==> config.mk <==
export PLATFORM = sky130hd
export DESIGN_NAME = aligned_ring_space_allocator_top
export DESIGN_NICKNAME = d
export VERILOG_FILES = /design/src/sv/arsa_pkg.sv /design/src/sv/aligned_ring_space_allocator_top.sv /design/src/sv/arsa_mod.sv /design/src/sv/arsa_ctrl.sv /design/src/sv/arsa_dp.sv
export SDC_FILE = /design/constraint.sdc
export NUM_CORES = 2
export LEC_CHECK = 0
export BUFFER_PORTS_ARGS = -buffer_cell sky130_fd_sc_hd__clkbuf_2
export CORE_MARGIN = 2
export CORE_UTILIZATION = 33
export CTS_CLUSTER_SIZE = 20
export DETAILED_ROUTE_END_ITERATION = 10
export PLACE_DENSITY = 0.57
export SETUP_SLACK_MARGIN = 0.05
export SYNTH_ARGS = -nofsm -noshare
export SYNTH_HDL_FRONTEND = slang
export SYNTH_SLANG_ARGS = --single-unit
==> constraint.sdc <==
create_clock -name clock -period 8.5 [get_ports clock]
set_input_delay 0.85 -clock clock [delete_from_list [all_inputs] [get_ports clock]]
set_output_delay 0.85 -clock clock [all_outputs]
set_load 0.03 [all_outputs]
==> src/sv/arsa_pkg.sv <==
// Shared types and constants for the aligned ring space allocator.
`default_nettype none

package arsa_pkg;

   localparam int CAP_BITS       = 24;             // largest usable capacity is 2**CAP_BITS
   localparam int CAP_W          = CAP_BITS + 1;   // capacity register width
   localparam int PHYS_W         = CAP_BITS;       // position inside the buffer
   localparam int MAX_ALIGN_LOG2 = 12;
   localparam int ALOG_W         = 4;
   localparam int PAD_W          = 12;             // padding is below 2**MAX_ALIGN_LOG2
   localparam int BASE_W         = 12;
   localparam int SIZE_W         = 25;
   localparam int POS_W          = 64;
   localparam int CNT_W          = $clog2(POS_W);

   localparam logic [CAP_W-1:0]  CAP_LIMIT   = CAP_W'(1) << CAP_BITS;
   localparam logic [ALOG_W-1:0] ALOG_LIMIT  = ALOG_W'(MAX_ALIGN_LOG2);

   // Stream payload layout
   localparam int REQ_DATA_W  = 96;
   localparam int REQ_SIZE_LO = 0;
   localparam int REQ_ALOG_LO = REQ_SIZE_LO + SIZE_W;
   localparam int REQ_MARK_LO = REQ_ALOG_LO + ALOG_W;
   localparam int RSP_DATA_W  = 88;
   localparam int RSP_OFF_LO  = 0;
   localparam int RSP_HEAD_LO = RSP_OFF_LO + PHYS_W;

   // Item kinds carried in req_tuser
   localparam logic MODE_ALLOC  = 1'b0;
   localparam logic MODE_RETIRE = 1'b1;

   // Register map
   localparam int CSR_ADDR_W = 3;
   localparam logic REG_CAPACITY = 1'b0;
   localparam logic REG_BASE_LOW = 1'b1;

   typedef struct packed {
      logic load_item;
      logic retire;
      logic refuse;
      logic mod_start;
      logic mod_load;
      logic align;
      logic fit;
      logic advance;
      logic check;
      logic emit;
   } ctrl_cmd_type;

   typedef struct packed {
      logic is_retire;
      logic pre_ok;
      logic stale;
      logic mod_done;
      logic out_free;
   } dp_status_type;

endpackage

`default_nettype wire

==> src/sv/aligned_ring_space_allocator_top.sv <==
// Top level of the aligned ring space allocator: register port, sequencer and datapath.
`default_nettype none

// Hands out aligned, contiguous regions of a circular buffer and retires them by
// stream position. One item is in work at a time. A retire item, or an allocate item
// that is refused up front (zero capacity, zero or oversized request), goes from decide
// straight to output; one that reaches the fit test passes align, fit, advance and check.
// After a capacity write (or a head position that wrapped past 2**64) the next allocate
// item not refused first recomputes head mod capacity in a bit-serial remainder unit.
// The result sits in an output register, so the next item is taken while an earlier
// result is still waiting. Write configuration only while idle.

module aligned_ring_space_allocator_top (
   input  wire logic                                clock,
   input  wire logic                                reset,
   // item channel
   input  wire logic                                req_tvalid,
   output logic                                     req_tready,
   input  wire logic                                req_tuser,  // mode
   input  wire logic [arsa_pkg::REQ_DATA_W-1:0]     req_tdata,  // size_bytes, align_log2, retire_marker
   // result channel
   output logic                                     rsp_tvalid,
   input  wire logic                                rsp_tready,
   output logic                                     rsp_tuser,  // ok
   output logic [arsa_pkg::RSP_DATA_W-1:0]          rsp_tdata,  // offset, head_position
   // register port
   input  wire logic                                csr_psel,
   input  wire logic                                csr_penable,
   input  wire logic                                csr_pwrite,
   input  wire logic [arsa_pkg::CSR_ADDR_W-1:0]     csr_paddr,
   input  wire logic [31:0]                         csr_pwdata,
   output logic [31:0]                              csr_prdata,
   output logic                                     csr_pready
);

   logic [arsa_pkg::CAP_W-1:0]  capacity_ff;
   logic [arsa_pkg::BASE_W-1:0] base_ff;
   logic                        wr_en;
   logic                        cap_wr;
   logic                        base_wr;

   arsa_pkg::ctrl_cmd_type  cmd;
   arsa_pkg::dp_status_type sts;

   assign csr_pready = 1'b1;
   assign wr_en      = csr_psel && csr_penable && csr_pwrite && csr_pready;
   assign cap_wr     = wr_en && (csr_paddr[2] == arsa_pkg::REG_CAPACITY);
   assign base_wr    = wr_en && (csr_paddr[2] == arsa_pkg::REG_BASE_LOW);

   always_ff @(posedge clock) begin
      if (reset) begin
         capacity_ff <= '0;
         base_ff     <= '0;
      end else begin
         if (cap_wr) begin
            capacity_ff <= csr_pwdata[arsa_pkg::CAP_W-1:0];
         end
         if (base_wr) begin
            base_ff <= csr_pwdata[arsa_pkg::BASE_W-1:0];
         end
      end
   end

   always_comb begin
      unique case (csr_paddr[2])
         arsa_pkg::REG_CAPACITY: csr_prdata = 32'(capacity_ff);
         arsa_pkg::REG_BASE_LOW: csr_prdata = 32'(base_ff);
         default:                csr_prdata = '0;
      endcase
   end

   arsa_ctrl u_ctrl (
      .clock      (clock),
      .reset      (reset),
      .req_tvalid (req_tvalid),
      .req_tready (req_tready),
      .sts        (sts),
      .cmd        (cmd)
   );

   arsa_dp u_dp (
      .clock      (clock),
      .reset      (reset),
      .cmd        (cmd),
      .sts        (sts),
      .req_tuser  (req_tuser),
      .req_tdata  (req_tdata),
      .capacity   (capacity_ff),
      .base_low   (base_ff),
      .cap_wr     (cap_wr),
      .rsp_tvalid (rsp_tvalid),
      .rsp_tready (rsp_tready),
      .rsp_tuser  (rsp_tuser),
      .rsp_tdata  (rsp_tdata)
   );

endmodule

`default_nettype wire

==> src/sv/arsa_mod.sv <==
// Bit-serial remainder unit: 64-bit stream position modulo the capacity.
`default_nettype none

module arsa_mod (
   input  wire logic                         clock,
   input  wire logic                         reset,
   input  wire logic                         start,
   input  wire logic [arsa_pkg::POS_W-1:0]   dividend,
   input  wire logic [arsa_pkg::CAP_W-1:0]   divisor,
   output logic                              done,
   output logic [arsa_pkg::PHYS_W-1:0]       remainder
);

   logic                            busy_ff, busy_in;
   logic                            done_ff, done_in;
   logic [arsa_pkg::CNT_W-1:0]      cnt_ff, cnt_in;
   logic [arsa_pkg::POS_W-1:0]      dvd_ff, dvd_in;
   logic [arsa_pkg::PHYS_W-1:0]     rem_ff, rem_in;
   logic [arsa_pkg::CAP_W-1:0]      shifted;

   // one quotient bit per cycle, MSB first
   assign shifted = {rem_ff, dvd_ff[arsa_pkg::POS_W-1]};

   always_comb begin
      busy_in = busy_ff;
      done_in = 1'b0;
      cnt_in  = cnt_ff;
      dvd_in  = dvd_ff;
      rem_in  = rem_ff;
      if (start) begin
         busy_in = 1'b1;
         cnt_in  = '0;
         dvd_in  = dividend;
         rem_in  = '0;
      end else if (busy_ff) begin
         dvd_in = {dvd_ff[arsa_pkg::POS_W-2:0], 1'b0};
         if (shifted >= divisor) begin
            rem_in = arsa_pkg::PHYS_W'(shifted - divisor);
         end else begin
            rem_in = arsa_pkg::PHYS_W'(shifted);
         end
         cnt_in = cnt_ff + 1'b1;
         if (cnt_ff == arsa_pkg::CNT_W'(arsa_pkg::POS_W - 1)) begin
            busy_in = 1'b0;
            done_in = 1'b1;
         end
      end
   end

   always_ff @(posedge clock) begin
      if (reset) begin
         busy_ff <= 1'b0;
         done_ff <= 1'b0;
      end else begin
         busy_ff <= busy_in;
         done_ff <= done_in;
      end
      cnt_ff <= cnt_in;
      dvd_ff <= dvd_in;
      rem_ff <= rem_in;
   end

   assign done      = done_ff;
   assign remainder = rem_ff;

endmodule

`default_nettype wire

==> src/sv/arsa_ctrl.sv <==
// Allocator sequencer: decide, then as needed mod, align, fit, advance, check; output.
`default_nettype none

module arsa_ctrl (
   input  wire logic                    clock,
   input  wire logic                    reset,
   input  wire logic                    req_tvalid,
   output logic                         req_tready,
   input  wire arsa_pkg::dp_status_type sts,
   output arsa_pkg::ctrl_cmd_type       cmd
);

   localparam logic [2:0] ST_IDLE   = 3'd0;
   localparam logic [2:0] ST_DECIDE = 3'd1;
   localparam logic [2:0] ST_MOD    = 3'd2;
   localparam logic [2:0] ST_ALIGN  = 3'd3;
   localparam logic [2:0] ST_FIT    = 3'd4;
   localparam logic [2:0] ST_ADV    = 3'd5;
   localparam logic [2:0] ST_CHECK  = 3'd6;
   localparam logic [2:0] ST_OUT    = 3'd7;

   logic [2:0] state_ff, state_in;

   always_comb begin
      state_in = state_ff;
      cmd      = '0;
      unique case (state_ff)
         ST_IDLE: begin
            if (req_tvalid) begin
               cmd.load_item = 1'b1;
               state_in      = ST_DECIDE;
            end
         end
         ST_DECIDE: begin
            priority if (sts.is_retire) begin
               cmd.retire = 1'b1;
               state_in   = ST_OUT;
            end else if (!sts.pre_ok) begin
               cmd.refuse = 1'b1;
               state_in   = ST_OUT;
            end else if (sts.stale) begin
               cmd.mod_start = 1'b1;
               state_in      = ST_MOD;
            end else begin
               state_in = ST_ALIGN;
            end
         end
         ST_MOD: begin
            if (sts.mod_done) begin
               cmd.mod_load = 1'b1;
               state_in     = ST_ALIGN;
            end
         end
         ST_ALIGN: begin
            cmd.align = 1'b1;
            state_in  = ST_FIT;
         end
         ST_FIT: begin
            cmd.fit  = 1'b1;
            state_in = ST_ADV;
         end
         ST_ADV: begin
            cmd.advance = 1'b1;
            state_in    = ST_CHECK;
         end
         ST_CHECK: begin
            cmd.check = 1'b1;
            state_in  = ST_OUT;
         end
         ST_OUT: begin
            if (sts.out_free) begin
               cmd.emit = 1'b1;
               state_in = ST_IDLE;
            end
         end
         default: state_in = ST_IDLE;
      endcase
   end

   always_ff @(posedge clock) begin
      if (reset) begin
         state_ff <= ST_IDLE;
      end else begin
         state_ff <= state_in;
      end
   end

   assign req_tready = (state_ff == ST_IDLE);

endmodule

`default_nettype wire

==> src/sv/arsa_dp.sv <==
// Allocator datapath: head/tail positions, alignment and fit arithmetic, result register.
`default_nettype none

module arsa_dp (
   input  wire logic                                clock,
   input  wire logic                                reset,
   input  wire arsa_pkg::ctrl_cmd_type              cmd,
   output arsa_pkg::dp_status_type                  sts,
   input  wire logic                                req_tuser,
   input  wire logic [arsa_pkg::REQ_DATA_W-1:0]     req_tdata,
   input  wire logic [arsa_pkg::CAP_W-1:0]          capacity,
   input  wire logic [arsa_pkg::BASE_W-1:0]         base_low,
   input  wire logic                                cap_wr,
   output logic                                     rsp_tvalid,
   input  wire logic                                rsp_tready,
   output logic                                     rsp_tuser,
   output logic [arsa_pkg::RSP_DATA_W-1:0]          rsp_tdata
);

   localparam int PW = arsa_pkg::POS_W;
   localparam int CW = arsa_pkg::CAP_W;
   localparam int XW = arsa_pkg::PHYS_W;
   localparam int DW = arsa_pkg::PAD_W;
   localparam int SW = arsa_pkg::SIZE_W;

   // persistent state
   logic [PW-1:0] head_ff, tail_ff;
   logic [XW-1:0] phys_ff;          // head_ff mod capacity
   logic          phys_ok_ff;

   // current item
   logic          mode_ff;
   logic [SW-1:0] size_ff;
   logic [arsa_pkg::ALOG_W-1:0] alog_ff, alog_in;
   logic [PW-1:0] mark_ff;

   // working registers
   logic [DW-1:0] pad1_ff, pad2_ff;
   logic          fits_ff;
   logic [XW-1:0] off_ff;
   logic [CW-1:0] delta_ff;
   logic [PW-1:0] cand_ff;
   logic          carry_ff;
   logic [XW-1:0] nphys_ff;
   logic          res_ok_ff;
   logic [XW-1:0] res_off_ff;

   // output register
   logic          rsp_valid_ff;
   logic          rsp_ok_ff;
   logic [XW-1:0] rsp_off_ff;
   logic [PW-1:0] rsp_head_ff;

   logic [CW-1:0] cap_eff;
   logic [DW-1:0] mask;
   logic [CW-1:0] addr1;
   logic [CW:0]   up1, al1;
   logic [DW:0]   up2, al2;
   logic [CW:0]   sum1, sum2;
   logic          fit1, fit2;
   logic [CW:0]   adv_small;
   logic [PW:0]   adv_sum;
   logic [CW-1:0] nphys_raw;
   logic [PW-1:0] used;
   logic          grant;
   logic          mod_done;
   logic [XW-1:0] mod_rem;

   arsa_mod u_mod (
      .clock     (clock),
      .reset     (reset),
      .start     (cmd.mod_start),
      .dividend  (head_ff),
      .divisor   (cap_eff),
      .done      (mod_done),
      .remainder (mod_rem)
   );

   assign cap_eff = (capacity > arsa_pkg::CAP_LIMIT) ? arsa_pkg::CAP_LIMIT : capacity;
   assign mask    = ~({DW{1'b1}} << alog_ff);

   always_comb begin
      alog_in = req_tdata[arsa_pkg::REQ_ALOG_LO +: arsa_pkg::ALOG_W];
      if (alog_in > arsa_pkg::ALOG_LIMIT) begin
         alog_in = arsa_pkg::ALOG_LIMIT;
      end
   end

   // padding from the current head, and from the buffer start after a wrap
   assign addr1 = CW'(base_low) + CW'(phys_ff);
   assign up1   = (CW+1)'(addr1) + (CW+1)'(mask);
   assign al1   = up1 & ~((CW+1)'(mask));
   assign up2   = (DW+1)'(base_low) + (DW+1)'(mask);
   assign al2   = up2 & ~((DW+1)'(mask));

   assign sum1 = (CW+1)'(phys_ff) + (CW+1)'(pad1_ff) + (CW+1)'(size_ff);
   assign sum2 = (CW+1)'(pad2_ff) + (CW+1)'(size_ff);
   assign fit1 = sum1 <= (CW+1)'(cap_eff);
   assign fit2 = sum2 <= (CW+1)'(cap_eff);

   assign adv_small = (CW+1)'(delta_ff) + (CW+1)'(size_ff);
   assign adv_sum   = (PW+1)'(head_ff) + (PW+1)'(adv_small);
   assign nphys_raw = CW'(off_ff) + CW'(size_ff);

   assign used  = cand_ff - tail_ff;
   assign grant = fits_ff && (used <= PW'(cap_eff));

   always_ff @(posedge clock) begin
      if (reset) begin
         head_ff      <= '0;
         tail_ff      <= '0;
         phys_ff      <= '0;
         phys_ok_ff   <= 1'b1;
         rsp_valid_ff <= 1'b0;
      end else begin
         if (cap_wr) begin
            phys_ok_ff <= 1'b0;
         end else if (cmd.mod_load) begin
            phys_ff    <= mod_rem;
            phys_ok_ff <= 1'b1;
         end else if (cmd.check && grant) begin
            head_ff    <= cand_ff;
            phys_ff    <= nphys_ff;
            // a position that wrapped past 2**64 no longer tracks phys_ff
            phys_ok_ff <= !carry_ff;
         end
         if (cmd.retire && (mark_ff > tail_ff)) begin
            tail_ff <= (mark_ff < head_ff) ? mark_ff : head_ff;
         end
         if (cmd.emit) begin
            rsp_valid_ff <= 1'b1;
         end else if (rsp_tready) begin
            rsp_valid_ff <= 1'b0;
         end
      end
   end

   always_ff @(posedge clock) begin
      if (cmd.load_item) begin
         mode_ff <= req_tuser;
         size_ff <= req_tdata[arsa_pkg::REQ_SIZE_LO +: SW];
         alog_ff <= alog_in;
         mark_ff <= req_tdata[arsa_pkg::REQ_MARK_LO +: PW];
      end
      if (cmd.align) begin
         pad1_ff <= DW'(al1 - (CW+1)'(addr1));
         pad2_ff <= DW'(al2 - (DW+1)'(base_low));
      end
      if (cmd.fit) begin
         fits_ff <= fit1 || fit2;
         if (fit1) begin
            off_ff   <= XW'(phys_ff) + XW'(pad1_ff);
            delta_ff <= CW'(pad1_ff);
         end else begin
            off_ff   <= XW'(pad2_ff);
            delta_ff <= cap_eff - CW'(phys_ff) + CW'(pad2_ff);
         end
      end
      if (cmd.advance) begin
         cand_ff  <= adv_sum[PW-1:0];
         carry_ff <= adv_sum[PW];
         nphys_ff <= (nphys_raw == cap_eff) ? '0 : XW'(nphys_raw);
      end
      if (cmd.retire) begin
         res_ok_ff  <= 1'b1;
         res_off_ff <= '0;
      end else if (cmd.refuse) begin
         res_ok_ff  <= 1'b0;
         res_off_ff <= '0;
      end else if (cmd.check) begin
         res_ok_ff  <= grant;
         res_off_ff <= grant ? off_ff : '0;
      end
      if (cmd.emit) begin
         rsp_ok_ff   <= res_ok_ff;
         rsp_off_ff  <= res_off_ff;
         rsp_head_ff <= head_ff;
      end
   end

   always_comb begin
      sts.is_retire = (mode_ff == arsa_pkg::MODE_RETIRE);
      sts.pre_ok    = (cap_eff != '0) && (size_ff != '0) && (size_ff <= cap_eff);
      sts.stale     = !phys_ok_ff;
      sts.mod_done  = mod_done;
      sts.out_free  = !rsp_valid_ff || rsp_tready;
   end

   assign rsp_tvalid = rsp_valid_ff;
   assign rsp_tuser  = rsp_ok_ff;
   assign rsp_tdata  = {rsp_head_ff, rsp_off_ff};

   // cached physical head must stay inside the buffer
   a_phys_in_range: assert property (@(posedge clock) disable iff (reset)
      (phys_ok_ff && cap_eff != '0) |-> (phys_ff < cap_eff))
      else $error("cached head offset outside buffer");

   // a granted region always starts inside the buffer
   a_grant_offset: assert property (@(posedge clock) disable iff (reset)
      (cmd.check && grant) |-> (CW'(off_ff) < cap_eff))
      else $error("granted offset outside buffer");

   // the head moves only when an allocation is committed
   a_head_hold: assert property (@(posedge clock) disable iff (reset)
      !cmd.check |=> $stable(head_ff))
      else $error("head moved without a grant");

endmodule

`default_nettype wire
### Word-level counts from Yosys, hierarchy flattened

Index checks and enable logic that the tools add are counted.

| word-level totals | value |
|---|---|
| bits in registers | 661 |
| latch bits | 0 |
| memory bits (writable) | 0 |
| memory bits (read-only) | 0 |
| input port bits | 139 |
| memories kept | 0 |

| operators by class | value |
|---|---|
| add/subtract/negate cells | 17 |
| multipliers | 0 |
| divide/modulo/power cells | 0 |
| order comparisons | 9 |
| equality and inequality tests | 12 |
| shift-type cells | 1 |
| muxes and demuxes | 45 |
| bitwise operators | 9 |
| reductions and logical operators | 26 |

Operators by type and width:

| operator | number |
|---|---|
| 2-to-1 mux 64 bit | 3 |
| 2-to-1 mux 24 bit | 4 |
| adder 64 x 26 -> 65 bit | 1 |
| greater-than comparator 64 bit | 1 |
| less-or-equal comparator 64 x 25 -> 1 bit | 1 |
| less-than comparator 64 bit | 1 |
| one-hot mux 32 bit (2 select lines) | 1 |
| subtractor 64 bit | 1 |
| less-or-equal comparator 26 x 25 -> 1 bit | 2 |
| nonzero test 25 bit | 2 |
| adder 12 bit | 3 |
| inverter 12 bit | 3 |
| adder 12 x 25 -> 26 bit | 1 |
| adder 25 x 25 -> 26 bit | 1 |
| adder 26 x 25 -> 26 bit | 1 |
| 2-to-1 mux 1 bit | 26 |
| adder 24 x 12 -> 25 bit | 1 |
| adder 24 x 25 -> 25 bit | 1 |
| adder 25 x 12 -> 25 bit | 1 |
| == test 25 bit | 1 |
| >= comparator 25 bit | 1 |
| greater-than comparator 25 bit, second input constant | 1 |
| less-or-equal comparator 25 bit | 1 |
| 2-to-1 mux 25 bit | 1 |
| other kinds (29) | 59 |

### Logic depth before layout (Yosys ltp)

| depth | value |
|---|---|
| depth after elaboration | 9 |
| mapped depth | 33 |
| mapped depth without buffers | 32 |

### Cells and area by module

Synthesis repeated with hierarchy kept, for this count alone.

| unflattened totals | value |
|---|---|
| cell total of the unflattened synthesis | 4,880 |
| area, all modules | 47,311.6 um2 |

Modules (own cells, without submodules):

| module | instances | cells each | area each (um2) |
|---|---|---|---|
| arsa_dp | 1 | 4,153 | 39,596.7 |
| arsa_mod | 1 | 505 | 5,544.1 |
| aligned_ring_space_allocator_top | 1 | 186 | 1,898.1 |
| arsa_ctrl | 1 | 36 | 272.8 |

### Worst setup path before layout

No wires, ideal clock.

| path | value |
|---|---|
| path kind | register to register |
| start | register u_dp.pad1_ff[0] |
| end | register u_dp.delta_ff[10], data pin |
| setup time | 270 ps |
| arrival | 6,124 ps |
| setup slack | 2,107 ps |
| stages on the path, launching flop included | 33 |
| path buffers | 1 |
| cells stage by stage | edfxtp_1 -> ha_1 -> fa_1 -> a21o_1 -> a21oi_1 -> o21bai_1 -> a21oi_1 -> o21bai_1 -> a21oi_1 -> nor2b_1 -> o21ai_0 -> nor2b_1 -> xnor2_1 -> ha_1 -> a21oi_1 -> o21ai_0 -> a41o_1 -> o41ai_1 -> o21ai_0 -> a21oi_1 -> xnor2_1 -> ha_1 -> a21o_1 -> a21o_1 -> a21oi_1 -> nor2b_1 -> o21ai_0 -> o211ai_1 -> a21oi_1 -> a211oi_1 -> a21oi_1 -> clkbuf_1 -> o21ai_0 |

| on the way | value |
|---|---|
| word-level cells in the longest chain between the ends | 4 |

RTL lines:

| what | RTL line | text |
|---|---|---|
| from (decl) | arsa_dp.sv:38 | `logic [DW-1:0] pad1_ff, pad2_ff;` |
| from (signal assigned) | arsa_dp.sv:146 | `pad1_ff <= DW'(al1 - (CW+1)'(addr1));` |
| adder 24 x 12 -> 25 bit | arsa_dp.sv:96 | `assign sum1 = (CW+1)'(phys_ff) + (CW+1)'(pad1_ff) + (CW+1)'(size_ff);` |
| adder 26 x 25 -> 26 bit | arsa_dp.sv:96 |  |
| less-or-equal comparator 26 x 25 -> 1 bit | arsa_dp.sv:98 | `assign fit1 = sum1 <= (CW+1)'(cap_eff);` |
| 2-to-1 mux 12 bit | arsa_dp.sv:151 | `if (fit1) begin` |
| to (signal assigned) | arsa_dp.sv:153 | `delta_ff <= CW'(pad1_ff);` |
| to (signal assigned) | arsa_dp.sv:156 | `delta_ff <= cap_eff - CW'(phys_ff) + CW'(pad2_ff);` |
| to (decl) | arsa_dp.sv:41 | `logic [CW-1:0] delta_ff;` |

No other way between the ends.
A chain may end at the register's enable or synchronous reset.

### Worst setup path after layout

| path | value |
|---|---|
| start | register u_dp.cand_ff[0] |
| end | register u_dp.head_ff[42] |

| on the way | value |
|---|---|
| word-level cells in the longest chain between the ends | 5 |

RTL lines:

| what | RTL line | text |
|---|---|---|
| from (decl) | arsa_dp.sv:42 | `logic [PW-1:0] cand_ff;` |
| from (signal assigned) | arsa_dp.sv:160 | `cand_ff <= adv_sum[PW-1:0];` |
| subtractor 64 bit | arsa_dp.sv:105 | `assign used = cand_ff - tail_ff;` |
| less-or-equal comparator 64 x 25 -> 1 bit | arsa_dp.sv:106 | `assign grant = fits_ff && (used <= PW'(cap_eff));` |
| logical AND 1 bit | arsa_dp.sv:106 |  |
| logical AND 1 bit | arsa_dp.sv:121 | `end else if (cmd.check && grant) begin` |
| AND reduction 3 bit (no source line) | - |  |
| to (signal assigned) | arsa_dp.sv:122 | `head_ff <= cand_ff;` |
| to (decl) | arsa_dp.sv:27 | `logic [PW-1:0] head_ff, tail_ff;` |

No other way between the ends.

==> flow_summary_export.csv <==
group,metric,value,unit
outcome,status,"finished, final reports clean",
timing,setup_tns,0,ns
clock_tree,clk_path_buf_depth,3,
route,vias,38520,
global_route,grt_usage,21.70,%
critical_path,r2r-start,"u_dp.cand_ff[0]",
finish,final_common_cell,"ha_1",
critical_path,path_class,"reg -> reg",
floorplanning,die_y,375.8,um
clock_tree,numCtsBuffers,79,
floorplanning,initial_core_util,33.22,%
flow_run,cap_violations,0,
route,drc,0,
logic_synthesis,synth_edf_count,410,
route,avgRoutedWirePerCell,22.71,um
global_route,grt_pass1_vias,37050,
clock_tree,cts_hold_buf,0,
logic_synthesis,yosysWarningCount,0,
floorplanning,core,137300,sq um
floorplanning,num_rows,136,
critical_path,cp_slowest_stage_delay,0.98,ns
logic_synthesis,syn_area_per_cell,9.370,sq um
global_route,grt_first_pass_wirelength,233300,um
logic_synthesis,syn_area,45610,sq um
clock_tree,cts_sinks,661,
timing,setup_viol,0,
critical_path,rr_worst_depth,27,
critical_path,crit_arrival,8.21,ns
place,hpwl,119800,um
critical_path,cp_slowest_cell,"or4_2",
route,drtIter0Drc,2969,
min_path,whs_endpoint,"u_dp.mark_ff[61]",
clock_tree,postCtsResizedCells,0,
critical_path,path_max_fanout,36,
route,routed_wl,157200,um
route,ant_nets,0,
timing,period_share,89.98,%
logic_synthesis,synth_top_area_share,26.99,%
route,dr.pass1.iters,6,
timing,setup_ws,0.8513,ns
min_path,hold_start,"req_tdata[90]",
logic_synthesis,ys_seq_area_share,38.01,%
finish,drive_gt1_share,11.43,%
power_and_ir_drop,cellPowerDensity,192.3,nW/um^2
critical_path,r2r_setup_slack,0.85,ns
place,dp_slack,1.017,ns
timing,post-route-min-period,7.649,ns
global_route,grt_max_degree,87,
min_path,hold_depth,1,
clock_tree,cts_tree,"built",
critical_path,required,9.06,ns
min_path,hp-class,"in -> reg",
logic_synthesis,yosys-top-cells-area,"edfxtp_1 (27%), ha_1 (14%), dfxtp_1 (11%)",
place,dp.cells,6773,
timing,finalHoldViolCount,0,
clock_tree,cts_setup_buffers,0,
finish,nNetsFinal,5740,
global_route,grt_overflow,0,
floorplanning,dieArea,141200,sq um
timing,slew_violations,0,
floorplanning,pin_count,263,
power_and_ir_drop,p_total,9.941,mW
logic_synthesis,postSynthCellCount,4868,
clock_tree,clk_latency,0.73,ns
finish,final_cells,6921,
place,portBuffers,242,
critical_path,crit_top_cell,"a21oi_1",
logic_synthesis,async_flop_share,0,%
power_and_ir_drop,p_leak,19.41,nW
critical_path,crit_family,"simple AND/OR/NAND/NOR gates",
logic_synthesis,ys_seq_elements,661,
power_and_ir_drop,irDropWorstVdd,0.1427,mV
timing,slew_headroom,14.06,%
timing,rsz0062_at_grt,"no",
floorplanning,die_x,375.8,um
timing,whs,0.2976,ns
finish,layout_common_cells,"ha_1 (494), edfxtp_1 (410), a21oi_1 (388)",
logic_synthesis,synth_flop_cell,"edfxtp_1",
timing,fin_worst_skew,0.06639,ns
critical_path,crit_buf_inv,2,
global_route,antenna_found_initial,6,
place,globalplace.congestion,0.9839,
finish,syn2layout_area_growth,13.31,%
critical_path,cp-end-kind,"flop",
clock_tree,path_clk_slew,0.07,ns
critical_path,critPathLaunchType,"flop",
clock_tree,cts_htree_levels,3,
logic_synthesis,yosys.area.top_type,"edfxtp_1",
clock_tree,clk_root_buffer_cell,"clkbuf_16",
critical_path,r2r-end,"u_dp.head_ff[42]",
timing,tightest_slew,1.279,ns
logic_synthesis,synth_cell_type_count,88,
timing,max_freq,0.1307,GHz
route,viasPerCell,5.566,
## cells by family (layout without fill, tap and decap cells)
kind of cell	Yosys count	after routing	synth area share, %
buffers and inverters	531	783	4.479
muxes	124	124	2.938
DFF	661	661	38.01
AOI/OAI and AO/OA	1311	1311	18.21
and+or+nand+nor	1409	1409	15.19
other	2	9	0.01646
adders and majority gates	541	541	15.61
xor gates and xnor gates	289	289	5.549
## worst register-to-register path, stage by stage, from the launching register on
cell       delay [ns]
edfxtp_1         0.34
inv_1            0.05
ha_1             0.21
fa_1             0.39
nand2b_1         0.17
a21oi_1          0.34
o211ai_2         0.18
a211o_1          0.33
a21oi_1          0.40
nor2_1           0.14
nor3_1           0.21
nor2_1           0.07
xnor2_1          0.37
ha_1             0.24
nand3_1          0.08
nor4_1           0.38
a21bo_2          0.26
nand3_1          0.08
a2111oi_0        0.29
nand4_1          0.13
or4_1            0.48
nor4_1           0.29
and4_1           0.25
nand4b_1         0.18
or4_2            0.98
buf_12           0.33
o21ai_0          0.21
a21oi_1          0.10
## per-layer routing
metal  routed length (um)  global-route usage [%]  vias up  part of all wire, %
met2                74760                   36.82     1317                   48
li1                     -                       -    18280                    -
met5                   54                       0        -                0.034
met3                 8968                   3.353      307                  5.7
met4                 6826                   8.820        8                  4.3
met1                66570                   27.44    18620                   42
## where the power goes
part,internal (mW),total [mW],switching [mW]
combinational,0.979,2.52,1.54
sequential,3.63,3.82,0.192
clock,2.07,3.60,1.53
total,6.68,9.94,3.27
## state kept, by name (all words and copies together) (netlist names), 24 cells and up
name	cells
u_dp.mark_ff	64
u_dp.off_ff	24
u_dp.res_off_ff	24
u_dp.size_ff	25
u_dp.phys_ff	24
u_dp.rsp_head_ff	64
u_dp.rsp_off_ff	24
capacity_ff	25
u_dp.delta_ff	25
u_dp.tail_ff	64
u_dp.u_mod.remainder	24
u_dp.head_ff	64
u_dp.cand_ff	64
u_dp.nphys_ff	24
u_dp.u_mod.dvd_ff	64
## area by class of cell
| cell class | instances | area, sq um |
|---|---|---|
| Antenna cell | 1 | 2.502 |
| Clock buffer | 100 | 2190 |
| Clock inverter | 47 | 548.0 |
| Fill cell | 13740 | 85640 |
| Inverter | 319 | 1197 |
| Multi-Input combinational cell | 3682 | 26360 |
| Sequential cell | 661 | 17340 |
| Tap cell | 1794 | 2245 |
| Timing Repair Buffer | 317 | 1805 |
## metrics by stage
stage	utilization (%)	cell area (sq um)
floorplan	-	45640
global placement	35.64	48950
detailed placement	35.64	48950
CTS	37.64	51680
global route	37.64	51680
finish	37.64	51690
## cell usage after synthesis, drive strengths merged (7+ instances only)
library cell	number
a2111oi	8
nor2	353
a211oi	40
dfxtp	251
nand2b	56
a21oi	392
xnor2	216
xor2	73
clkbuf	176
a311oi	73
fa	47
nor2b	66
a31oi	30
inv	317
o22ai	9
o21bai	44
ha	494
a211o	8
nand2	328
or3	21
a22oi	31
nand4	92
o31ai	39
and2	36
nand3	214
mux2	79
or4	9
nor3	84
edfxtp	410
o31a	7
buf	36
or2	14
o21ai	318
and4	13
and3	27
nor4	40
o21a	39
a21boi	18
mux2i	45
a31o	11
nor3b	10
o211ai	37
nand4b	28
a21o	144
a221oi	9
## worst max path at each step
stage	startpoint	to	slack, ns	cells after the start
3_5_place_dp	u_dp.cand_ff[0]	u_dp.head_ff[42]	1.02	27
6_report	u_dp.cand_ff[0]	u_dp.head_ff[42]	0.85	27
4_1_cts	u_dp.cand_ff[0]	u_dp.head_ff[42]	0.98	27
2_1_floorplan	u_dp.pad1_ff[0]	u_dp.delta_ff[10]	2.11	32
3_3_place_gp	u_dp.cand_ff[0]	u_dp.head_ff[33]	1.10	27
5_1_grt	u_dp.phys_ff[1]	u_dp.delta_ff[4]	0.30	31
No activity file was read; power rests on OpenSTA's default activity.
